<file path="src/hdl/fpdc_pkg.sv">
// Shared types, constants and the flow-to-duty conversion for the flow PID duty controller.
// No dependencies; imported by every module of the block.
package fpdc_pkg;

  localparam int unsigned DriveMaxDef  = 255;
  localparam int unsigned FlowLimitDef = 115;

  localparam int unsigned FlowW  = 10;  // widest flow value (target flow port)
  localparam int unsigned MFlowW = 8;   // measured flow port
  localparam int unsigned DutyW  = 10;  // duty of any flow up to 1023
  localparam int unsigned MDutyW = 9;   // duty of a measured flow, 0..268
  localparam int unsigned GainW  = 16;

  // Reciprocal of 163 scaled by 2^32, rounded up. Exact for numerators below ~418000.
  localparam logic [24:0] DutyRecip  = 25'd26349493;
  localparam logic [16:0] DutyScale  = 17'd100;
  localparam logic [16:0] DutyOffset = 17'd18200;

  localparam logic signed [GainW-1:0] PropGainRst  = 16'sd60;
  localparam logic signed [GainW-1:0] IntegGainRst = 16'sd0;
  localparam logic signed [GainW-1:0] DerivGainRst = 16'sd13;
  localparam logic signed [GainW-1:0] IntegUpRst   = 16'sd10;
  localparam logic signed [GainW-1:0] IntegLoRst   = -16'sd10;

  typedef enum logic [2:0] {
    REG_PROP_GAIN   = 3'd0,
    REG_INTEG_GAIN  = 3'd1,
    REG_DERIV_GAIN  = 3'd2,
    REG_INTEG_UPPER = 3'd3,
    REG_INTEG_LOWER = 3'd4
  } fpdc_reg_e;

  typedef struct packed {
    logic signed [GainW-1:0] prop_gain;
    logic signed [GainW-1:0] integ_gain;
    logic signed [GainW-1:0] deriv_gain;
    logic signed [GainW-1:0] integ_upper;
    logic signed [GainW-1:0] integ_lower;
  } fpdc_cfg_t;

  // Duty = (flow*100 + 18200) / 163, with a flow of zero giving zero.
  function automatic logic [DutyW-1:0] duty_of(input logic [FlowW-1:0] flow);
    logic [16:0] num;
    logic [41:0] prod;
    num  = {7'b0, flow} * DutyScale + DutyOffset;
    prod = {25'b0, num} * {17'b0, DutyRecip};
    if (flow == '0) begin
      return '0;
    end
    return prod[41:32];
  endfunction

endpackage

</file>
<file path="src/hdl/flow_pid_duty_controller.sv">
// Top level of the flow PID duty controller: stream ports, APB register port, two-stage datapath.
// Depends on fpdc_pkg, fpdc_regs, fpdc_in_stage and fpdc_pid.
//
//   channel     | direction | payload
//   ------------+-----------+--------------------------------------------------------
//   s_axis      | in        | measured_flow[7:0], target_flow[17:8]
//   m_axis      | out       | drive[7:0], motor_on[8], measured_duty[17:9]
//   apb         | in/out    | five 16-bit signed registers at byte addresses 0..16
//
// Unless the output stalls, one item is accepted per cycle; both stages register it.
// The first stage saturates the target flow and converts both flows to duty units.
// The second stage runs the PID step and the clamps and holds the controller state,
// which doubles as the result register, so the feedback loop closes within the second stage.
// Reset clears the controller state and loads the register defaults.
// A stalled result holds in place while the input stage can still take one more item.
module flow_pid_duty_controller import fpdc_pkg::*; #(
  parameter int unsigned DRIVE_MAX  = DriveMaxDef,
  parameter int unsigned FLOW_LIMIT = FlowLimitDef
) (
  input  logic        clk_i,
  input  logic        rst_ni,
  input  logic        s_axis_tvalid,
  output logic        s_axis_tready,
  input  logic [23:0] s_axis_tdata,   // [7:0] measured_flow, [17:8] target_flow, rest zero
  output logic        m_axis_tvalid,
  input  logic        m_axis_tready,
  output logic [23:0] m_axis_tdata,   // [7:0] drive, [8] motor_on, [17:9] measured_duty, rest zero
  input  logic        psel,
  input  logic        penable,
  input  logic        pwrite,
  input  logic [4:0]  paddr,
  input  logic [31:0] pwdata,
  output logic [31:0] prdata,
  output logic        pready
);

  fpdc_cfg_t         cfg;
  logic              mid_valid;
  logic              mid_ready;
  logic [MDutyW-1:0] mid_mduty;
  logic [DutyW-1:0]  mid_tduty;
  logic [7:0]        drive;
  logic              motor_on;
  logic [MDutyW-1:0] measured_duty;

  fpdc_regs u_regs (
    .clk_i   (clk_i),
    .rst_ni  (rst_ni),
    .psel    (psel),
    .penable (penable),
    .pwrite  (pwrite),
    .paddr   (paddr),
    .pwdata  (pwdata),
    .prdata  (prdata),
    .pready  (pready),
    .cfg_o   (cfg)
  );

  // Flow conversion and input register.
  fpdc_in_stage #(
    .FLOW_LIMIT (FLOW_LIMIT)
  ) u_in (
    .clk_i           (clk_i),
    .rst_ni          (rst_ni),
    .in_valid_i      (s_axis_tvalid),
    .in_ready_o      (s_axis_tready),
    .measured_flow_i (s_axis_tdata[7:0]),
    .target_flow_i   (s_axis_tdata[17:8]),
    .out_valid_o     (mid_valid),
    .out_ready_i     (mid_ready),
    .mduty_o         (mid_mduty),
    .tduty_o         (mid_tduty)
  );

  // PID step; its state registers present the result.
  fpdc_pid #(
    .DRIVE_MAX (DRIVE_MAX)
  ) u_pid (
    .clk_i           (clk_i),
    .rst_ni          (rst_ni),
    .cfg_i           (cfg),
    .in_valid_i      (mid_valid),
    .in_ready_o      (mid_ready),
    .mduty_i         (mid_mduty),
    .tduty_i         (mid_tduty),
    .out_valid_o     (m_axis_tvalid),
    .out_ready_i     (m_axis_tready),
    .drive_o         (drive),
    .motor_on_o      (motor_on),
    .measured_duty_o (measured_duty)
  );

  assign m_axis_tdata = {6'b0, measured_duty, motor_on, drive};

endmodule

</file>
<file path="src/hdl/fpdc_regs.sv">
// Configuration register file with an APB-style port for the flow PID duty controller.
// Depends on fpdc_pkg for register codes, reset values and the config struct.
module fpdc_regs import fpdc_pkg::*; (
  input  logic        clk_i,
  input  logic        rst_ni,
  input  logic        psel,
  input  logic        penable,
  input  logic        pwrite,
  input  logic [4:0]  paddr,
  input  logic [31:0] pwdata,
  output logic [31:0] prdata,
  output logic        pready,
  output fpdc_cfg_t   cfg_o
);

  fpdc_cfg_t cfg_q, cfg_d;
  logic [2:0] idx;
  logic       wr_en;

  assign pready = 1'b1;
  assign idx    = paddr[4:2];
  assign wr_en  = psel & penable & pwrite;
  assign cfg_o  = cfg_q;

  always_comb begin
    cfg_d = cfg_q;
    if (wr_en) begin
      case (idx)
        REG_PROP_GAIN:   cfg_d.prop_gain   = pwdata[15:0];
        REG_INTEG_GAIN:  cfg_d.integ_gain  = pwdata[15:0];
        REG_DERIV_GAIN:  cfg_d.deriv_gain  = pwdata[15:0];
        REG_INTEG_UPPER: cfg_d.integ_upper = pwdata[15:0];
        REG_INTEG_LOWER: cfg_d.integ_lower = pwdata[15:0];
        default: ;
      endcase
    end
  end

  always_comb begin
    case (idx)
      REG_PROP_GAIN:   prdata = 32'(cfg_q.prop_gain);
      REG_INTEG_GAIN:  prdata = 32'(cfg_q.integ_gain);
      REG_DERIV_GAIN:  prdata = 32'(cfg_q.deriv_gain);
      REG_INTEG_UPPER: prdata = 32'(cfg_q.integ_upper);
      REG_INTEG_LOWER: prdata = 32'(cfg_q.integ_lower);
      default:         prdata = '0;
    endcase
  end

  always_ff @(posedge clk_i or negedge rst_ni) begin
    if (!rst_ni) begin
      cfg_q.prop_gain   <= PropGainRst;
      cfg_q.integ_gain  <= IntegGainRst;
      cfg_q.deriv_gain  <= DerivGainRst;
      cfg_q.integ_upper <= IntegUpRst;
      cfg_q.integ_lower <= IntegLoRst;
    end else begin
      cfg_q <= cfg_d;
    end
  end

endmodule

</file>
<file path="src/hdl/fpdc_in_stage.sv">
// Input stage: saturates the target flow, converts both flows to duty units and registers them.
// Depends on fpdc_pkg for the conversion function and widths.
module fpdc_in_stage import fpdc_pkg::*; #(
  parameter int unsigned FLOW_LIMIT = FlowLimitDef
) (
  input  logic              clk_i,
  input  logic              rst_ni,
  input  logic              in_valid_i,
  output logic              in_ready_o,
  input  logic [MFlowW-1:0] measured_flow_i,
  input  logic [FlowW-1:0]  target_flow_i,
  output logic              out_valid_o,
  input  logic              out_ready_i,
  output logic [MDutyW-1:0] mduty_o,
  output logic [DutyW-1:0]  tduty_o
);

  localparam logic [FlowW-1:0] FlowLim = FlowW'(FLOW_LIMIT);

  logic              valid_q, valid_d;
  logic [MDutyW-1:0] mduty_q;
  logic [DutyW-1:0]  tduty_q;
  logic [FlowW-1:0]  tflow_sat;
  logic [DutyW-1:0]  mduty_full;
  logic              load;

  assign tflow_sat  = (target_flow_i > FlowLim) ? FlowLim : target_flow_i;
  assign mduty_full = duty_of({2'b0, measured_flow_i});

  assign in_ready_o = ~valid_q | out_ready_i;
  assign load       = in_valid_i & in_ready_o;
  assign valid_d    = load | (valid_q & ~out_ready_i);

  always_ff @(posedge clk_i or negedge rst_ni) begin
    if (!rst_ni) begin
      valid_q <= 1'b0;
    end else begin
      valid_q <= valid_d;
    end
  end

  always_ff @(posedge clk_i) begin
    if (load) begin
      mduty_q <= mduty_full[MDutyW-1:0];
      tduty_q <= duty_of(tflow_sat);
    end
  end

  assign out_valid_o = valid_q;
  assign mduty_o     = mduty_q;
  assign tduty_o     = tduty_q;

endmodule

</file>
<file path="src/hdl/fpdc_pid.sv">
// PID step with integrator clamp and drive clamp; its state registers also form the result register.
// Depends on fpdc_pkg for widths and the config struct.
module fpdc_pid import fpdc_pkg::*; #(
  parameter int unsigned DRIVE_MAX = DriveMaxDef
) (
  input  logic              clk_i,
  input  logic              rst_ni,
  input  fpdc_cfg_t         cfg_i,
  input  logic              in_valid_i,
  output logic              in_ready_o,
  input  logic [MDutyW-1:0] mduty_i,
  input  logic [DutyW-1:0]  tduty_i,
  output logic              out_valid_o,
  input  logic              out_ready_i,
  output logic [7:0]        drive_o,
  output logic              motor_on_o,
  output logic [MDutyW-1:0] measured_duty_o
);

  localparam int unsigned DaccW = $clog2(DRIVE_MAX + 1);
  localparam int unsigned SumW  = ((DaccW + 1) > 25 ? (DaccW + 1) : 25) + 2;
  localparam logic signed [SumW-1:0] DriveMaxS = SumW'(DRIVE_MAX);
  localparam logic [DaccW-1:0]       DriveMaxU = DaccW'(DRIVE_MAX);

  logic                     out_valid_q;
  logic signed [GainW-1:0]  integ_acc_q, integ_acc_d;
  logic [MDutyW-1:0]        prev_duty_q;
  logic [DaccW-1:0]         drive_acc_q, drive_acc_d;
  logic                     adv;

  logic signed [10:0]       err;
  logic signed [26:0]       pprod;
  logic signed [19:0]       pterm;
  logic signed [16:0]       iacc_sum;
  logic signed [31:0]       iprod;
  logic signed [24:0]       iterm;
  logic signed [9:0]        ddiff;
  logic signed [25:0]       dprod;
  logic signed [18:0]       dterm;
  logic signed [SumW-1:0]   sum;
  logic [DaccW+7:0]         drive_ext;

  assign in_ready_o = ~out_valid_q | out_ready_i;
  assign adv        = in_valid_i & in_ready_o;

  assign err   = $signed({1'b0, tduty_i}) - $signed({2'b0, mduty_i});
  assign pprod = cfg_i.prop_gain * err;
  assign pterm = 20'(pprod >>> 7);

  // Integrator: upper bound tested first; with crossed bounds only sums above it settle on it.
  assign iacc_sum = 17'(integ_acc_q) + 17'(err);
  always_comb begin
    if (iacc_sum > 17'(cfg_i.integ_upper)) begin
      integ_acc_d = cfg_i.integ_upper;
    end else if (iacc_sum < 17'(cfg_i.integ_lower)) begin
      integ_acc_d = cfg_i.integ_lower;
    end else begin
      integ_acc_d = iacc_sum[15:0];
    end
  end
  assign iprod = cfg_i.integ_gain * integ_acc_d;
  assign iterm = 25'(iprod >>> 7);

  assign ddiff = $signed({1'b0, prev_duty_q}) - $signed({1'b0, mduty_i});
  assign dprod = cfg_i.deriv_gain * ddiff;
  assign dterm = 19'(dprod >>> 7);

  assign sum = SumW'(pterm) + SumW'(iterm) + SumW'(dterm) + $signed(SumW'({1'b0, drive_acc_q}));

  always_comb begin
    if (tduty_i == '0) begin
      drive_acc_d = '0;
    end else if (sum > DriveMaxS) begin
      drive_acc_d = DriveMaxU;
    end else if (sum < 0) begin
      drive_acc_d = '0;
    end else begin
      drive_acc_d = sum[DaccW-1:0];
    end
  end

  always_ff @(posedge clk_i or negedge rst_ni) begin
    if (!rst_ni) begin
      out_valid_q <= 1'b0;
      integ_acc_q <= '0;
      prev_duty_q <= '0;
      drive_acc_q <= '0;
    end else begin
      if (in_ready_o) begin
        out_valid_q <= in_valid_i;
      end
      if (adv) begin
        integ_acc_q <= integ_acc_d;
        prev_duty_q <= mduty_i;
        drive_acc_q <= drive_acc_d;
      end
    end
  end

  assign drive_ext       = {8'b0, drive_acc_q};
  assign out_valid_o     = out_valid_q;
  assign drive_o         = drive_ext[7:0];
  assign motor_on_o      = (drive_acc_q != '0);
  assign measured_duty_o = prev_duty_q;

  a_drive_in_range: assert property (@(posedge clk_i) disable iff (!rst_ni)
    drive_acc_q <= DriveMaxU)
    else $error("accumulated drive exceeds its maximum");

  a_target_off: assert property (@(posedge clk_i) disable iff (!rst_ni)
    (adv && tduty_i == '0) |=> (drive_acc_q == '0))
    else $error("drive not forced to zero for a zero target");

  a_prev_duty: assert property (@(posedge clk_i) disable iff (!rst_ni)
    adv |=> (prev_duty_q == $past(mduty_i) && out_valid_q))
    else $error("measured duty not captured with the item");

endmodule
</file>
<file path="config.mk">
export PLATFORM = sky130hd
export DESIGN_NAME = flow_pid_duty_controller
export DESIGN_NICKNAME = d
export VERILOG_FILES = /design/src/hdl/fpdc_pkg.sv /design/src/hdl/flow_pid_duty_controller.sv /design/src/hdl/fpdc_regs.sv /design/src/hdl/fpdc_in_stage.sv /design/src/hdl/fpdc_pid.sv
export SDC_FILE = /design/constraint.sdc
export NUM_CORES = 2
export LEC_CHECK = 0
export CAP_MARGIN = 20
export CORE_AREA = 2 2 287 289
export CTS_CLUSTER_SIZE = 14
export DETAILED_ROUTE_END_ITERATION = 7
export DIE_AREA = 0 0 289 291
export DONT_BUFFER_PORTS = 1
export PLACE_DENSITY = 0.7
export SLEW_MARGIN = 20
export SYNTH_ARGS = -nofsm -noshare
export SYNTH_HDL_FRONTEND = slang
export SYNTH_SLANG_ARGS = --single-unit
</file>
<file path="constraint.sdc">
create_clock -name clk_i -period 17.8 [get_ports clk_i]
set_clock_uncertainty 0.05 [all_clocks]
set_input_delay 0.89 -clock clk_i [delete_from_list [all_inputs] [get_ports clk_i]]
set_output_delay 0.89 -clock clk_i [all_outputs]
set_load 0.005 [all_outputs]
</file>
# Word level (Yosys, flattened, before mapping)
# Cells that the tools add are included.
# classes
n_addsub	8
mul	7
n_lt_le_gt_ge	5
n_eq_ne	4
muxes	14
bitwise	11
reduce_logical	10
# op_table
op	count
$pmux 32 s5	1
$mul 17x25->42 const B	1
$mul 17x25->41 const B	1
$mul 16x16->32	1
$mux 16	2
$mux 10	3
$add 26x19->27	1
$add 27x9->27	1
$gt 27x9->1 const B	1
$lt 27x1->1 const B	1
$mul 16x11->27	1
$add 20x25->26	1
$mul 16x10->26	1
$mux 8	3
$logic_not 10->1	2
$mux 9	2
$add 16x11->17	1
$add 17x15->17 const B	1
$gt 17x16->1	1
$lt 17x16->1	1
$add 15x15->16 const B	1
$mul 10x5->15 const B	1
$mul 8x5->13 const B	1
$sub 10x9->11	1
13 further kinds	28
# word_totals
reg_bits	134
in_bits	68
output_inout_bits	59
word_cells	71

# Longest topological paths before layout
# logic_depth
word_depth	13
ltp_mapped	71
ltp_nobuf	69

# Cells and area by module
# From an unflattened synthesis, not the netlist that was laid out.
# unflattened
hier_cells	4915
area_unflattened_um2	45967.8
# modules_own_cells
module	instances	cells_per_inst	area_each_um2	seq_area_each_um2
fpdc_pid	1	3140	27846.7	850.8
fpdc_in_stage	1	1493	14197.4	595.6
fpdc_regs	1	274	3867.5	2030.7
flow_pid_duty_controller	1	8	56.3	0.0

# Least setup slack after synthesis
# Ideal clock, no wire load.
# synth_path
kind	register to register
from	reg u_in.mduty_q[1], in the netlist u_in.mduty_o[1]
to	reg u_pid.drive_acc_q[0], in the netlist u_pid.drive_o[0]
setup_time_ns	0.154
arrival_time_ns	14.064
t_required_ns	17.596
setup_slack_ns	3.532
stages_incl_launch_ff	65
path_buffers	5
synth_period_minus_slack_ns	14.268
path_cell_list	edfxtp_1 inv_1 ha_1 nor2b_1 o21ai_0 a21boi_0 o21ai_0 a21boi_0 o21ai_0 nand2b_1 a21o_1 a21oi_1 xor2_1 clkbuf_1 ha_1 nand2_1 a21oi_1 o211ai_1 [29 not listed] a21o_1 a21o_1 a21oi_1 a21boi_0 xnor2_1 fa_1 ha_1 ha_1 nand3_1 nor2_1 nand3_1 a31oi_1 o21ai_0 a21oi_1 nand3_1 and3_1 o21ai_1 a32oi_1
# synth_between
elab_chain_cells	13
word_cells_on_any_way	18
classes_between	add/sub: 6; mul: 3; order compare: 4; mux: 5
# synth_lines
element	line	source
from (decl)	fpdc_in_stage.sv:21	logic [MDutyW-1:0] mduty_q;
from (signal assigned)	fpdc_in_stage.sv:44	mduty_q <= mduty_full[MDutyW-1:0];
$sub 10x9->11	fpdc_pid.sv:46	assign err = $signed({1'b0, tduty_i}) - $signed({2'b0, mduty_i});
$add 16x11->17	fpdc_pid.sv:51	assign iacc_sum = 17'(integ_acc_q) + 17'(err);
$lt 17x16->1	fpdc_pid.sv:55	end else if (iacc_sum < 17'(cfg_i.integ_lower)) begin
$mux 16	fpdc_pid.sv:55	
$mux 16	fpdc_pid.sv:53	if (iacc_sum > 17'(cfg_i.integ_upper)) begin
$mul 16x16->32	fpdc_pid.sv:61	assign iprod = cfg_i.integ_gain * integ_acc_d;
$add 20x25->26	fpdc_pid.sv:68	assign sum = SumW'(pterm) + SumW'(iterm) + SumW'(dterm) + $signed(SumW'({1'b0, drive_acc_q}));
$add 26x19->27 *	fpdc_pid.sv:68	
$add 27x9->27 *	fpdc_pid.sv:68	
$lt 27x1->1	fpdc_pid.sv:75	end else if (sum < 0) begin
$mux 8	fpdc_pid.sv:75	
$mux 8 *	fpdc_pid.sv:73	end else if (sum > DriveMaxS) begin
$mux 8 *	fpdc_pid.sv:71	if (tduty_i == '0) begin
to (signal assigned)	fpdc_pid.sv:95	drive_acc_q <= drive_acc_d;
to (decl)	fpdc_pid.sv:28	logic [DaccW-1:0] drive_acc_q, drive_acc_d;
# Every way passes the cells marked *; elsewhere a longest branch is shown, timed or not.
# A chain may end at the register's enable or synchronous reset.

# Worst setup path in the final report
# layout_path
from	reg u_in.tduty_q[0], in the netlist u_in.tduty_o[0]
to	reg u_pid.drive_acc_q[0], in the netlist u_pid.drive_o[0]
# layout_between
elab_chain_cells	13
word_cells_on_any_way	17
classes_between	add/sub: 5; mul: 2; order compare: 4; mux: 5; reduce/logical: 1
# layout_lines
element	line	source
from (decl)	fpdc_in_stage.sv:22	logic [DutyW-1:0] tduty_q;
from (signal assigned)	fpdc_in_stage.sv:45	tduty_q <= duty_of(tflow_sat);
$sub 10x9->11	fpdc_pid.sv:46	
$add 16x11->17	fpdc_pid.sv:51	
$lt 17x16->1	fpdc_pid.sv:55	
$mux 16	fpdc_pid.sv:55	
$mux 16	fpdc_pid.sv:53	
$mul 16x16->32	fpdc_pid.sv:61	
$add 20x25->26	fpdc_pid.sv:68	
$add 26x19->27	fpdc_pid.sv:68	
$add 27x9->27	fpdc_pid.sv:68	
$lt 27x1->1	fpdc_pid.sv:75	
$mux 8	fpdc_pid.sv:75	
$mux 8	fpdc_pid.sv:73	
$mux 8 *	fpdc_pid.sv:71	
# Marked as above.

==> metrics <==
outcome finished clean; clock buffer count from CTS 17; root buffer cell clkbuf_16; ys async rst share 85.8%; worst hold path type in -> async; hold bufs inserted after CTS 0; final net count 6174; Ports 127; Gate Count Post-Synth 4662; die height 291 µm; CTS Sinks 134; Post-DRT Antenna Nets 0; fin crit period 16.91 ns; die outline width 289 µm; total track usage 26.4%; Slew HR 24.4%; Placer Congestion 0.940; DRC viols 0; CTS HTree Levels 4; max-cap viol count 0; Routed WL 105 mm; Crit. path cell count 66; gr ovfl total 0; die area 84100 µm²; Worst-Margin Slew 1.13 ns; deepest clock path buffer count 2; crit-path max FO 20; standard-cell rows 105; Crit path required time 18.06 ns; worst r2r src u_in.tduty_o[0]$_SDFFCE_PN0P_; share of cells above drive strength 1 5.46%; initial antenna violation count 1; WL per Instance 18.4 µm; Final TNS setup 0 ns; Final Max Slew Viols 0; Starting Density 54.5%; DR pass1 iterations 6; Via-to-Cell Ratio 5.48; RSZ-0062 raised after global routing false; Crit path top cell by count a21oi_1; via count 31200; Area Overhead vs Synth 4.08%; top_reg_cell synth dfrtp_1; Data arrival, critical path 17.17 ns; post-CTS setup buffers 0; R2R depth 66; synthesized area 44300 µm²; Avg Inst Size Synth 9.50 µm²; Final period util 95.0%; CP startpoint kind register; Seq cells post-synth 134; post-CTS resize count 0; CP Capture Type register; Crit Path Category reg -> reg; Initial DRC Count 1873; Clock Latency Late Sink 0.50 ns; CTS tree yes; Core Region 81200 µm²; first-pass GRT wire length 175 mm; Finish-stage setup viols 0; FF-to-FF setup slack 0.89 ns; CTS clk-pin slew, worst paths 0.09 ns; sequential fraction of the synthesis area 7.85%; Post-synth EDFFs 19; placed cell count 5651; fin cells 5684; port bufs 0; vias in the first global route 33400; placed wire-length estimate 88.2 mm; CP top delay family compound AO/OA/AOI/OAI gates; Fmax 0.0592 GHz; reg-to-reg endpoint u_pid.drive_o[0]$_DFFE_PN0P_; largest net degree at the start of global routing 116; CP max-delay cell o21ai_1; CP peak stage delay 0.60 ns; Final Hold Fails 0; Antenna diodes 0; count of cell types in the netlist 79; YS warnings 0; crit path buf inv count 10
[through the flow]
step                instance area (µm²)  utilization [%]  worst slack (ns)  hold WS [ns]
floorplan                         44300                -              3.53         0.406
global placement                  45500             56.0              1.57         0.418
detailed placement                45500             56.0              1.23         0.432
CTS                               46000             56.7              1.16       0.00151
global route                      46100             56.8         0.0000107       0.00569
finish                            46100             56.8             0.895        0.0265
[cells by family (layout without fill, tap and decap cells)]
logic type / Yosys count / after routing / share of synthesized area, %
AOI/OAI and AO/OA: 506 / 506 / 7.55
xor gates and xnor gates: 173 / 173 / 3.42
adders and majority gates: 1505 / 1505 / 56.4
buffers and inverters: 1174 / 1108 / 10.2
DFF: 134 / 134 / 7.85
muxes: 107 / 107 / 2.67
other: 2 / 20 / 0.0170
and+or+nand+nor: 1061 / 1061 / 12.0
[worst max path at each step]
| stage | from | end |
|---|---|---|
| floorplan | u_in.mduty_o[1]$_SDFFCE_PN0P_ | u_pid.drive_o[0]$_DFFE_PN0P_ |
| global placement | u_in.tduty_o[0]$_SDFFCE_PN0P_ | u_pid.drive_o[2]$_DFFE_PN0P_ |
| detailed placement | u_in.tduty_o[0]$_SDFFCE_PN0P_ | u_pid.drive_o[0]$_DFFE_PN0P_ |
| CTS | u_in.tduty_o[0]$_SDFFCE_PN0P_ | u_pid.drive_o[0]$_DFFE_PN0P_ |
| global route | u_in.tduty_o[0]$_SDFFCE_PN0P_ | u_pid.drive_o[0]$_DFFE_PN0P_ |
| finish | u_in.tduty_o[0]$_SDFFCE_PN0P_ | u_pid.drive_o[0]$_DFFE_PN0P_ |
[cell usage after synthesis, drive strengths merged (39+ instances only)]
| master | instances | area share (%) |
|---|---|---|
| a21oi | 129 | 1.5 |
| inv | 1026 | 8.7 |
| a21o | 67 | 1.1 |
| nand2 | 377 | 3.2 |
| mux2 | 80 | 2.0 |
| or2 | 41 | 0.58 |
| ha | 690 | 20 |
| xor2 | 52 | 1.0 |
| nor2 | 140 | 1.2 |
| xnor2 | 121 | 2.4 |
| o21ai | 109 | 1.2 |
| nand3 | 56 | 0.63 |
| nand2b | 39 | 0.55 |
| clkbuf | 118 | 1.0 |
| and2 | 198 | 2.8 |
| fa | 815 | 37 |
| dfrtp | 92 | 5.2 |
| nor2b | 96 | 1.4 |
[per-layer routing]
layer  vias up  part of all wire [%]  GRT usage (%)
met5         -                 0.010              0
met4         2                   4.9           11.2
met3       184                   5.6           3.48
met2       803                    48           44.6
met1     15700                    41           34.1
li1      14500                     -              -
[cells in the final DEF (no fill, tap or decap), drive strengths merged, types with 56 or more instances in the layout]
cell type / n
inv: 1034
fa: 815
ha: 690
nand2: 377
and2: 198
nor2: 140
a21oi: 129
xnor2: 121
o21ai: 109
nor2b: 96
dfrtp: 92
mux2: 80
a21o: 67
nand3: 56
[sequential cells by signal (all words and copies together) (netlist names)]
register,flops
u_regs.cfg_o,80
u_in.tduty_o,10
u_pid.out_valid_o,1
u_in.out_valid_o,1
u_pid.drive_o,8
u_in.mduty_o,9
u_pid.integ_acc_q,16
u_pid.measured_duty_o,9
[final cells by class]
| class | count | area, µm² |
|---|---|---|
| inverters | 1026 | 3850 |
| repair buffers | 50 | 395 |
| well taps | 1070 | 1340 |
| fillers | 7089 | 35100 |
| clock inverters | 14 | 136 |
| multi-input cells | 3372 | 36400 |
| flip-flops and latches | 134 | 3480 |
| clock buffers | 18 | 439 |
Power is left out: the tool's default activity adds up to more than one toggle a clock period on the data nets, which glitch-free logic cannot reach.
